[src/design/srpc_ram.sv]
// ----------------------------------------------------------------------------
// srpc_ram
// Generic single-write, single-read RAM with registered read data.
// ----------------------------------------------------------------------------
module srpc_ram #(
  parameter int unsigned Width = 8,
  parameter int unsigned Depth = 32,
  localparam int unsigned AddrW = (Depth > 1) ? $clog2(Depth) : 1
) (
  input  logic             clk_i,
  input  logic             we_i,
  input  logic [AddrW-1:0] waddr_i,
  input  logic [Width-1:0] wdata_i,
  input  logic [AddrW-1:0] raddr_i,
  output logic [Width-1:0] rdata_o
);

  logic [Width-1:0] mem_q [Depth];

  // write port
  always_ff @(posedge clk_i) begin
    if (we_i) begin
      mem_q[waddr_i] <= wdata_i;
    end
  end

  // registered read port
  always_ff @(posedge clk_i) begin
    rdata_o <= mem_q[raddr_i];
  end

endmodule

[config.mk]
export PLATFORM = sky130hd
export DESIGN_NAME = srpc_ram
export DESIGN_NICKNAME = d
export VERILOG_FILES = /design/src/design/srpc_ram.sv
export SDC_FILE = /design/constraint.sdc
export NUM_CORES = 1
export LEC_CHECK = 0
export BUFFER_PORTS_ARGS = -buffer_cell sky130_fd_sc_hd__buf_2
export CORE_MARGIN = 3
export CORE_UTILIZATION = 47
export DETAILED_ROUTE_END_ITERATION = 16
export PLACE_DENSITY = 0.75
export SKIP_CTS_REPAIR_TIMING = 1
export SYNTH_ARGS = -nofsm -noshare
export SYNTH_HDL_FRONTEND = slang
export SYNTH_SLANG_ARGS = --single-unit
export TNS_END_PERCENT = 10
[constraint.sdc]
create_clock -name clk_i -period 5.3 [get_ports clk_i]
set_input_delay 1.06 -clock clk_i [delete_from_list [all_inputs] [get_ports clk_i]]
set_output_delay 1.06 -clock clk_i [all_outputs]
set_load 0.005 [all_outputs]
Yosys cells after proc, flatten, opt, wreduce, memory -nomap -nowiden:

Memories as Yosys holds them, arrays and structs flattened. A register that Yosys moved wholly into a read port is not among the register bits.
Index checks and enable logic that the tools add are counted.

* memories: 1
* output and inout port bits: 8
* RAM bits: 256
* register bits after elaboration: 0
* input bits: 20
* logic and storage cells: 3

* multiplexer cells: 2

Memories
* mem_q: words 32, bits a word 8, rd ports 1, clocked after memory_dff 1, wr ports 1, RTL line 18 `logic [Width-1:0] mem_q [Depth];`

Operator list (number)
* $mux 1: 2

Logic depth before layout (Yosys ltp):

* depth after elaboration: 2
* depth in mapped cells: 5
* depth with buffers taken out: 3

Least setup slack after synthesis:

OpenSTA, ideal clock, no wires.

* kind: input to register
* start: in raddr_i[2]
* end: reg rdata_o[0], read port of mem_q
* arrival time: 2.742 ns
* data required time: 5.179 ns
* path slack: 2.438 ns
* stages: 5
* library setup time: 0.121 ns
* path through: clkbuf_1 > clkbuf_1 > mux4_2 > mux4_2 > mux2_2

RTL lines
* start, declared: RTL line 14 `input logic [AddrW-1:0] raddr_i,`
* end, declared: RTL line 15 `output logic [Width-1:0] rdata_o`

==> metrics.csv <==
metric;value;unit
outcome;complete, no violations;
part of the total power dissipated in the clock network;40.6;%
share of final-layout standard cells stronger than drive strength 1;32.8;%
startpoint kind of the worst setup timing path;primary input;
net load switching power;0.865;mW
Site Rows;52;
cell area after synthesis;10100;um^2
syn_nets;437;
clock input transition at the sequential cells of the worst setup and hold paths;60;ps
total length of routed wires;20.8;mm
Yosys cell types;15;
Num CTS Buffers;27;
internal power contribution;3.42;mW
antenna violations before repair;2;
detailed placer's ending HPWL;12.5;mm
sequential power share;54.4;%
synthesized area divided by synthesized cell count;24.1;um^2
cells traversed along the worst timing path;buf_4, buf_4, mux4_2, mux4_2, mux2_2;
synthesis-to-layout area growth;12.0;%
number of top-level design ports;28;
Worst path slowest cell;sky130_fd_sc_hd__buf_4;
Worst Max-Slew Pin Slew;1030;ps
via count normalized by instance count;6.00;
grt met3 use;3.41;%
pins over their slew limit;0;
Worst slew margin;31.2;%
classification of the worst-slack hold path;register to register;
max-cap check violation count;0;
CP Data Required Time;5710;ps
critical setup path kind;primary input to register;
met2 routing resource usage after global routing;27.6;%
time the worst path needs with I/O delays and setup;3130;ps
floorplan die area;23200;um^2
fraction of power spent switching nets;20.2;%
detailed-router iteration count before antenna repair;4;
pre-CTS setup slack;1590;ps
CTS H-Tree Depth;1;
via count;4470;
Inserted Diodes;0;
cell leakage power;3.49;nW
final clock skew;19.1;ps
Die Width;152;um
accumulated negative setup slack;0;ps
final-report setup violation count;0;
filler cell count;1473;
Final GP Congestion;0.763;
part of the Yosys area used for sequential elements;78.1;%
Critical Path Max Stage Delay;620;ps
DRC violation count after routing;0;
critical path capture point type;register;
CORE AREA;20600;um^2
maximum buffer depth of the clock tree;3;
library cell used as clock root buffer;sky130_fd_sc_hd__clkbuf_16;
Starting DRT DRC Count;460;
Max Fanout on Critical Path;41;
setup repair after global routing missed its margin;no;
Tcrit/Tclk final;59.1;%
Top Usage Layer GRT;met2;
number of nets at the end of the flow;476;
average routed wire per standard cell;27.9;um
Max VDD drop;0.322;mV
maximum number of pins on one net before global-route repair;49;
final critical-path setup slack;2170;ps
PortBufs;27;
DIE HEIGHT;152;um
Syn. warnings;0;
total congestion overflow after global routing;0;
met1 Track Usage GR;26.8;%
number of register bits inferred by synthesis;264;
effective utilization at floorplan;48.7;%
critical path data arrival time;3540;ps
power per unit of standard cell area;381;nW/um^2
number of sinks driven by the clock tree;264;
post-route antenna net violation count;0;
number of global-route vias before repair;4648;
TritonCTS clock tree;done;
fmax;319;MHz
clock latency at the later pin of the worst-skew pair;520;ps
GR Util All Layers;17.8;%
final hold viol count;0;
combinational share of power;5.0;%
Mapped Cells;417;
wire length of the first global-routing pass;31.0;mm
## critical path, delay by kind of cell
family / cells / cell delay [ps]
multiplexers: 3 / 1410
buffers and inverters: 2 / 1030
## cell usage in the layout, fill, tap and decap left out
cell type	instances
sky130_fd_sc_hd__buf_2	26
sky130_fd_sc_hd__nor2_1	33
sky130_fd_sc_hd__bufinv_16	1
sky130_fd_sc_hd__clkbuf_16	27
sky130_fd_sc_hd__nand3_1	2
sky130_fd_sc_hd__clkinv_2	4
sky130_fd_sc_hd__clkbuf_1	8
sky130_fd_sc_hd__or3b_2	3
sky130_fd_sc_hd__edfxtp_1	256
sky130_fd_sc_hd__mux4_2	80
sky130_fd_sc_hd__or3_1	1
sky130_fd_sc_hd__clkinv_1	5
sky130_fd_sc_hd__inv_6	1
sky130_fd_sc_hd__nand3b_1	5
sky130_fd_sc_hd__clkbuf_8	2
sky130_fd_sc_hd__mux2_2	8
sky130_fd_sc_hd__buf_4	4
sky130_fd_sc_hd__nand2_1	1
sky130_fd_sc_hd__dfxtp_1	8
## path summary, 6_finish.rpt
check                             startpoint    endpoint  slack, ps  cells past startpoint
worst max-delay path              raddr_i[0]  rdata_o[6]       2170                      5
worst min-delay path            mem_q[30][0]  rdata_o[0]        910                      3
worst max register to register  mem_q[31][4]  rdata_o[4]       3500                      3
worst min register to register  mem_q[30][0]  rdata_o[0]        910                      3
## cell type report
| class | count | area [um^2] | share of cell area [%] |
|---|---|---|---|
| Clock buffer | 37 | 733 | 6.51 |
| Clock inverter | 11 | 77.6 | 0.689 |
| Multi-Input combinational cell | 133 | 2100 | 18.7 |
| Sequential cell | 264 | 7850 | 69.7 |
| Tap cell | 270 | 338 | 3.00 |
| Timing Repair Buffer | 30 | 160 | 1.42 |
## metrics by stage
step           power [mW]  area [um^2]  utilization [%]  hold WS (ps)  std cells
2_1_floorplan        2.50        10100                -           865        417
3_3_place_gp         2.58        10400             50.6           885        697
3_5_place_dp         2.59        10400             50.6           906        697
4_1_cts              4.31        11300             54.6           922        745
5_1_grt              4.41        11300             54.6           958        745
6_report             4.29        11300             54.6           911        745
## metal layers
metal	share of wire, %	routed length [um]	vias to the layer above
li1	-	-	1860
met1	42	8630	2369
met2	48	9880	201
met3	8.7	1810	36
met4	1.9	403	4
met5	0.13	27	-
## sequential cells by signal, indices dropped and copies added, names as in the netlist
name / cells
mem_q: 256
rdata_o: 8
## synth_stat cells
| master | number | area [um^2] |
|---|---|---|
| sky130_fd_sc_hd__nor2_1 | 33 | 124 |
| sky130_fd_sc_hd__buf_1 | 6 | 22.5 |
| sky130_fd_sc_hd__edfxtp_1 | 256 | 7690 |
| sky130_fd_sc_hd__buf_2 | 1 | 5.00 |
| sky130_fd_sc_hd__or3_1 | 1 | 6.26 |
| sky130_fd_sc_hd__buf_6 | 1 | 11.3 |
| sky130_fd_sc_hd__or3b_2 | 3 | 26.3 |
| sky130_fd_sc_hd__dfxtp_1 | 8 | 160 |
| sky130_fd_sc_hd__mux4_2 | 80 | 1800 |
| sky130_fd_sc_hd__nand2_1 | 1 | 3.75 |
| sky130_fd_sc_hd__nand3b_1 | 5 | 37.5 |
| sky130_fd_sc_hd__buf_4 | 6 | 45.0 |
| sky130_fd_sc_hd__nand3_1 | 2 | 10.0 |
| sky130_fd_sc_hd__mux2_2 | 8 | 90.1 |
| sky130_fd_sc_hd__clkbuf_1 | 6 | 22.5 |
## power groups by stage
stage / Combinational, mW / Clock [mW] / Sequential, mW
2_1_floorplan: 0.124 / 0 / 2.37
3_3_place_gp: 0.207 / 0 / 2.37
3_5_place_dp: 0.214 / 0 / 2.38
4_1_cts: 0.216 / 1.77 / 2.33
5_1_grt: 0.228 / 1.85 / 2.33
6_report: 0.214 / 1.74 / 2.33
## cells by family after synthesis
kind of cell,count (synthesis),synth area share (%)
and+or+nand+nor,45,2.07
buffers and inverters,20,1.06
muxes,88,18.8
DFF,264,78.1
Note: power is estimated with default switching activity, not from simulation.
