===== src/design/srpc_pkg.sv =====
// ----------------------------------------------------------------------------
// srpc_pkg
// Shared types, constants and the ceiling compare for the SRP ceiling unit.
// ----------------------------------------------------------------------------
package srpc_pkg;

  // Default sizes
  localparam int unsigned NumSems  = 32;
  localparam int unsigned PrioBits = 16;

  // Fixed field widths
  localparam int unsigned OpW   = 3;
  localparam int unsigned SemInW = 5;
  localparam int unsigned PidW  = 22;
  localparam int unsigned PrioW = 16;
  localparam int unsigned PartW = 8;
  localparam int unsigned StatW = 3;

  // Operation codes; codes 6 and 7 are unknown
  typedef enum logic [OpW-1:0] {
    OP_ALLOC  = 3'd0,
    OP_OPEN   = 3'd1,
    OP_CLOSE  = 3'd2,
    OP_LOCK   = 3'd3,
    OP_UNLOCK = 3'd4,
    OP_CHECK  = 3'd5
  } op_e;

  // Status codes
  localparam logic [StatW-1:0] ST_OK     = 3'd0;
  localparam logic [StatW-1:0] ST_PERM   = 3'd1;
  localparam logic [StatW-1:0] ST_BUSY   = 3'd2;
  localparam logic [StatW-1:0] ST_INVAL  = 3'd3;
  localparam logic [StatW-1:0] ST_INLIST = 3'd4;

  // Ceiling key plus owner, as held in one list cell
  typedef struct packed {
    logic [PrioW-1:0] prio;
    logic [PidW-1:0]  pid;
    logic [PidW-1:0]  owner;
  } key_t;

  // Command broadcast to every cell of the ceiling list
  typedef struct packed {
    logic ins;
    logic rem;
    key_t key;
  } chain_cmd_t;

  // One semaphore table entry
  typedef struct packed {
    logic [PrioW-1:0] ceil_prio;
    logic [PidW-1:0]  ceil_pid;
    logic             owner_valid;
    logic [PidW-1:0]  owner_pid;
    logic             bound;
    logic [PartW-1:0] part;
  } tab_ent_t;

  // a beats b: nonzero and either b is zero, smaller, or equal with lower pid
  function automatic logic beats(input logic [PrioW-1:0] ap, input logic [PidW-1:0] apid,
                                 input logic [PrioW-1:0] bp, input logic [PidW-1:0] bpid);
    logic r;
    r = (ap != '0) && ((bp == '0) || (ap < bp) || ((ap == bp) && (apid < bpid)));
    return r;
  endfunction

endpackage


===== src/design/srpc_cell.sv =====
// ----------------------------------------------------------------------------
// srpc_cell
// One slot of the sorted ceiling list. Shifts right on insert, left on remove.
// ----------------------------------------------------------------------------
module srpc_cell #(
  parameter int unsigned SemW = 5
) (
  input  logic                clk_i,
  input  logic                rst_ni,
  input  srpc_pkg::chain_cmd_t cmd_i,
  input  logic [SemW-1:0]     cmd_sem_i,
  // left neighbor (toward the head)
  input  logic                left_beaten_i,
  input  logic                left_hit_i,
  input  logic                left_valid_i,
  input  srpc_pkg::key_t      left_key_i,
  input  logic [SemW-1:0]     left_sem_i,
  // right neighbor (toward the tail)
  input  logic                right_valid_i,
  input  srpc_pkg::key_t      right_key_i,
  input  logic [SemW-1:0]     right_sem_i,
  // own content and chain flags
  output logic                valid_o,
  output srpc_pkg::key_t      key_o,
  output logic [SemW-1:0]     sem_o,
  output logic                beaten_o,
  output logic                hit_o
);

  import srpc_pkg::*;

  logic            valid_q, valid_d;
  key_t            key_q, key_d;
  logic [SemW-1:0] sem_q, sem_d;

  // empty slots count as beaten so the new item lands on the first free one
  assign beaten_o = !valid_q || beats(cmd_i.key.prio, cmd_i.key.pid, key_q.prio, key_q.pid);
  // hit: the removed semaphore sits here or further toward the head
  assign hit_o    = (valid_q && (sem_q == cmd_sem_i)) || left_hit_i;

  // next content
  always_comb begin
    valid_d = valid_q;
    key_d   = key_q;
    sem_d   = sem_q;
    if (cmd_i.ins && beaten_o) begin
      if (!left_beaten_i) begin
        valid_d = 1'b1;
        key_d   = cmd_i.key;
        sem_d   = cmd_sem_i;
      end else begin
        valid_d = left_valid_i;
        key_d   = left_key_i;
        sem_d   = left_sem_i;
      end
    end else if (cmd_i.rem && hit_o) begin
      valid_d = right_valid_i;
      key_d   = right_key_i;
      sem_d   = right_sem_i;
    end
  end

  always_ff @(posedge clk_i or negedge rst_ni) begin
    if (!rst_ni) begin
      valid_q <= 1'b0;
    end else begin
      valid_q <= valid_d;
    end
  end

  always_ff @(posedge clk_i) begin
    key_q <= key_d;
    sem_q <= sem_d;
  end

  assign valid_o = valid_q;
  assign key_o   = key_q;
  assign sem_o   = sem_q;

endmodule


===== config.mk =====
export PLATFORM = sky130hd
export DESIGN_NAME = srpc_cell
export DESIGN_NICKNAME = d
export VERILOG_FILES = /design/src/design/srpc_pkg.sv /design/src/design/srpc_cell.sv
export SDC_FILE = /design/constraint.sdc
export NUM_CORES = 1
export LEC_CHECK = 0
export ABC_AREA = 0
export BUFFER_PORTS_ARGS = -buffer_cell sky130_fd_sc_hd__buf_2
export CAP_MARGIN = 20
export CORE_MARGIN = 4
export CORE_UTILIZATION = 35
export DETAILED_ROUTE_END_ITERATION = 10
export PLACE_DENSITY = 0.75
export SYNTH_ARGS = -nofsm -noshare
export SYNTH_HDL_FRONTEND = slang
export SYNTH_SLANG_ARGS = --single-unit

===== constraint.sdc =====
create_clock -name clk_i -period 6.1 [get_ports clk_i]
set_input_delay 0.61 -clock clk_i [delete_from_list [all_inputs] [get_ports clk_i]]
set_output_delay 0.61 -clock clk_i [all_outputs]
set_load 0.03 [all_outputs]

# ---- Yosys cells after proc, flatten, opt, wreduce, memory -nomap -nowiden
# Cells that the tools add are included.
dict set report totals {
  elab_cells 31
  input_bits 203
  reg_bits 66
  output_inout_bits 68
}
dict set report classes {
  muxes 9
  eq_ne 2
  magnitude_cmp 2
  reduce_logical 13
}
# operator count
set ops {}
lappend ops {{$mux 60} 3}
lappend ops {{$lt 22x22->1} 1}
lappend ops {{$eq 16x16->1} 1}
lappend ops {{$logic_not 16->1} 1}
lappend ops {{$lt 16x16->1} 1}
lappend ops {{$reduce_bool 16->1} 1}
lappend ops {{$mux 5} 3}
lappend ops {{$eq 5x5->1} 1}
lappend ops {{$logic_and 1x1->1} 5}
lappend ops {{$logic_or 1x1->1} 4}
lappend ops {{$mux 1} 3}
lappend ops {{$reduce_bool 2->1} 1}
lappend ops {{$logic_not 1->1} 1}

# ---- Longest topological paths before layout
dict set report depth {
  depth_word 7
  ltp_mapped 11
}

# ---- Worst setup path before layout
# No wires, ideal clock.
dict set report synth_path {
  path_type {input -> register}
  start {in cmd_i[58] (netlist name)}
  end {reg key_q, in the netlist key_o[0] (enable)}
  t_arrival_ps 4303
  slack_ps 1364
  path_stages 10
  cell_sequence {ha_1 -> nand4_2 -> or4_4 -> a2111oi_2 -> o2111ai_1 -> a31oi_2 -> o211a_4 -> buf_12 -> buf_12 -> nand2b_1}
}
dict set report synth_via {
  elab_chain_cells 7
}
# element line_no
set synth_rtl {}
lappend synth_rtl {{start: declaration} srpc_cell.sv:10} ;# input srpc_pkg::chain_cmd_t cmd_i,
lappend synth_rtl {{$lt 16x16->1 / $eq 16x16->1 (equally long branches)} srpc_pkg.sv:64} ;# r = (ap != '0) && ((bp == '0) || (ap < bp) || ((ap == bp) && (apid < bpid)));
lappend synth_rtl {{$logic_or 1x1->1 / $logic_and 1x1->1 (equally long branches)} srpc_pkg.sv:64}
lappend synth_rtl {{$logic_or 1x1->1} srpc_pkg.sv:64}
lappend synth_rtl {{$logic_and 1x1->1 (*)} srpc_pkg.sv:64}
lappend synth_rtl {{$logic_or 1x1->1 (*)} srpc_cell.sv:37} ;# assign beaten_o = !valid_q || beats(cmd_i.key.prio, cmd_i.key.pid, key_q.prio, key_q.pid);
lappend synth_rtl {{$logic_and 1x1->1 (*)} srpc_cell.sv:46} ;# if (cmd_i.ins && beaten_o) begin
lappend synth_rtl {{$reduce_bool 2->1 (no line) (*)} --}
lappend synth_rtl {{end signal: assignment} srpc_cell.sv:72} ;# key_q <= key_d;
lappend synth_rtl {{end: declaration} srpc_cell.sv:33} ;# key_t key_q, key_d;
# Mark *: on every way between the ends. The rest lies on a longest branch, timed or not.
# A chain may end at the register's enable or synchronous reset.

# ---- Worst setup path in the final report
dict set report layout_path {
  start {reg key_q, in the netlist key_o[58]}
  end {reg key_q, in the netlist key_o[21] (enable)}
}
dict set report layout_via {
  elab_chain_cells 7
}
# element line_no
set layout_rtl {}
lappend layout_rtl {{$lt 16x16->1 (tied with other cells)} srpc_pkg.sv:64}
lappend layout_rtl {{$logic_or 1x1->1 / $logic_and 1x1->1 (equally long branches)} srpc_pkg.sv:64}
lappend layout_rtl {{$logic_or 1x1->1 (*)} srpc_pkg.sv:64}
lappend layout_rtl {{$logic_and 1x1->1 (*)} srpc_pkg.sv:64}
lappend layout_rtl {{$logic_or 1x1->1 (*)} srpc_cell.sv:37}
lappend layout_rtl {{$logic_and 1x1->1 (*)} srpc_cell.sv:46}
lappend layout_rtl {{$reduce_bool 2->1 (no line) (*)} --}
# Marks and branches as above.

==> impl_metrics.json <==
{
  "rsz0062_at_grt": "false",
  "ys_seq_elements": 66,
  "synth_top_flop_cell": "edfxtp_1",
  "finalHoldViolations": 0,
  "nNetsFinal": 876,
  "final-instance-count-excl-fill": 817,
  "yosysSeqAreaShare_pct": 41.16,
  "clockBufferDepth": 2,
  "drv_slew": 0,
  "ioPinCount": 271,
  "drc": 0,
  "p_leak_nw": 3.140,
  "crit_chain": "inv_1 > ha_1 > nand4_2 > or4_4 > a2111oi_2 > o2111ai_1 > a31oi_2 > o211a_4 > nand2b_4",
  "clockPowerShare_pct": 28.1,
  "final_common_cell": "buf_2",
  "fin_crit_sh_pct": 65.95,
  "post_cts_resized": 0,
  "ys_async_sr_fraction_pct": 1.515,
  "r2r_slack_ns": 2.08,
  "cts_root_buffer": "clkbuf_16",
  "fp.coreArea_um2": 13350,
  "start_util_pct": 35.99,
  "syn_inst": 367,
  "tightest_slew_ns": 0.9048,
  "critPathKind": "register to register",
  "period_minus_slack_ns": 4.023,
  "final_cell_mix": "buf_2 (270), mux2_2 (101), edfxtp_1 (65)",
  "slowest_stage": "nand2b_4",
  "slew-limit-headroom_pct": 39.68,
  "pre_cts_ws_ns": 1.715,
  "power_density_nw_per_um2": 273.0,
  "finalSetupTns_ns": 0,
  "placedCellCount": 801,
  "drt-total-wl_um": 14030,
  "dp_hpwl_um": 11420,
  "cts_sinks": 66,
  "insertedDiodeCount": 0,
  "cp-start-kind": "register",
  "drv_cap": 0,
  "ys_warn_count": 0,
  "crit_fanout": 65,
  "die_w_um": 125.2,
  "power_frac_seq_pct": 36.1,
  "cts_max_level": 3,
  "synth.distinct_cells": 36,
  "cts_tree": "done",
  "rr_startpoint": "key_o[58]",
  "dpl-instance-area_um2": 6269,
  "swShare_pct": 33.67,
  "cp.required_ns": 6.05,
  "drive_above_1_share_pct": 65.52,
  "min_path_type": "primary input to async pin",
  "drtIter0Drc": 87,
  "grt_overflow": 0,
  "die_y_um": 125.2,
  "fin_ws_ns": 2.077,
  "ant_nets": 0,
  "cp.arrival_ns": 3.97,
  "setup_violations": 0,
  "holdBufCountCts": 0,
  "path_clk_slew_ns": 0.06,
  "numCtsBuffers": 9,
  "place.gp.congestion": 0.9203,
  "syn_nets": 607,
  "ir_drop_mv": 0.1489,
  "grt_pass1_vias": 4277,
  "wire_per_inst_um": 17.17,
  "clk-insertion-delay-late_ns": 0.33,
  "slowest_delay_ns": 0.83,
  "worst_r2r_path_depth": 9,
  "num_rows": 42,
  "first_pass_iters": 4,
  "grt_pass1_wl_um": 21790,
  "finClkSkew_ns": 0.007808,
  "cp-end-kind": "register",
  "dieArea_um2": 15660,
  "fmax_ghz": 0.2486,
  "r2r-end": "key_o[21]",
  "grt_antenna_before_repair": 0,
  "synth-edff-count": 65,
  "post_cts_buffers": 0,
  "status": "finished clean",
  "syn_to_final_growth_pct": 36.47,
  "vias_per_cell": 4.835,
  "grt_util_all_layers_pct": 17.44,
  "comb_power_share_pct": 35.8,
  "grt_max_degree": 68,
  "stdcell_area_um2": 6555,
  "synth_area_um2": 4803,
  "vias": 3950,
  "place.port_buffers": 270,
  "p_switching_mw": 0.6024,
  "avgSynthCellArea_um2": 13.09,
  "intPower_mw": 1.187
}
## synthesized netlist by cell type (7+ instances only)
master    count  area share (%)
o21ai_0       7            0.73
mux2_2      101              24
edfxtp_1     65              41
ha_1         37             9.6
a21oi_1      14             1.5
mux2_4       27             8.4
nand2_1      12            0.94
inv_1        37             2.9
nor4_1        9             1.2
clkbuf_1      7            0.55
## worst max-delay path by stage
| stage | slack, ns | to | start |
|---|---|---|---|
| finish | 2.08 | key_o[21] | key_o[58] |
| global placement | 1.85 | key_o[17] | cmd_i[58] |
| detailed placement | 1.72 | key_o[35] | cmd_i[58] |
| floorplan | 1.36 | key_o[0] | cmd_i[58] |
| CTS | 2.00 | key_o[40] | key_o[58] |
| global route | 1.79 | key_o[21] | key_o[58] |
## sequential cells by signal, summed over array words and instances, names as in the netlist
signal   flops
key_o       60
sem_o        5
valid_o      1
## logic make-up (layout without fill, tap and decap cells)
group,count (synthesis),in the layout,share of synthesized area [%]
AO/OA/AOI/OAI,33,33,4.663
adder cells (fa/ha/maj),37,37,9.638
flip-flops,66,66,41.16
buffers and inverters,51,325,5.574
multiplexers,131,131,32.77
AND/OR/NAND/NOR,44,44,5.288
XOR/XNOR,5,5,0.9117
## per-stage QoR
stage	util, %	hold WS (ns)	power (mW)
2_1_floorplan	-	0.3144	1.107
3_3_place_gp	46.96	0.3856	1.289
3_5_place_dp	46.96	0.3865	1.304
4_1_cts	49.11	0.02821	1.819
5_1_grt	49.11	0.03301	1.890
6_report	49.11	0.04669	1.789
## worst max-delay path: cells and delay by family (launching register included)
kind,cells,cell delay [ns]
simple gates,3,1.56
compound gates,4,1.26
buf+inv,1,0.06
flops,1,0.40
fa+ha+maj,1,0.32
## layer usage
layer / up-vias / track usage (%) / part of all wire, %
met5: - / 0 / 0
met4: 0 / 7.015 / 2.3
met3: 22 / 5.800 / 8.3
met2: 175 / 31.57 / 52
met1: 1827 / 18.67 / 38
li1: 1926 / - / -
## area by class of cell
cell class              instances  area, um2
clock buffers                  10      229.0
multi-input cells             250       2566
inverters                      37      138.9
flip-flops and latches         66       1977
fillers                      1232       6793
repair buffers                272       1366
clock inverters                 6      57.56
well taps                     176      220.2
## power by group through the flow
stage          registers (mW)  logic [mW]  clock network (mW)
6_report                0.646       0.641               0.503
5_1_grt                 0.655       0.697               0.538
4_1_cts                 0.647       0.652               0.521
3_5_place_dp            0.655       0.649                   0
3_3_place_gp            0.652       0.638                   0
2_1_floorplan           0.800       0.307                   0
No activity file was read; power rests on OpenSTA's default activity.
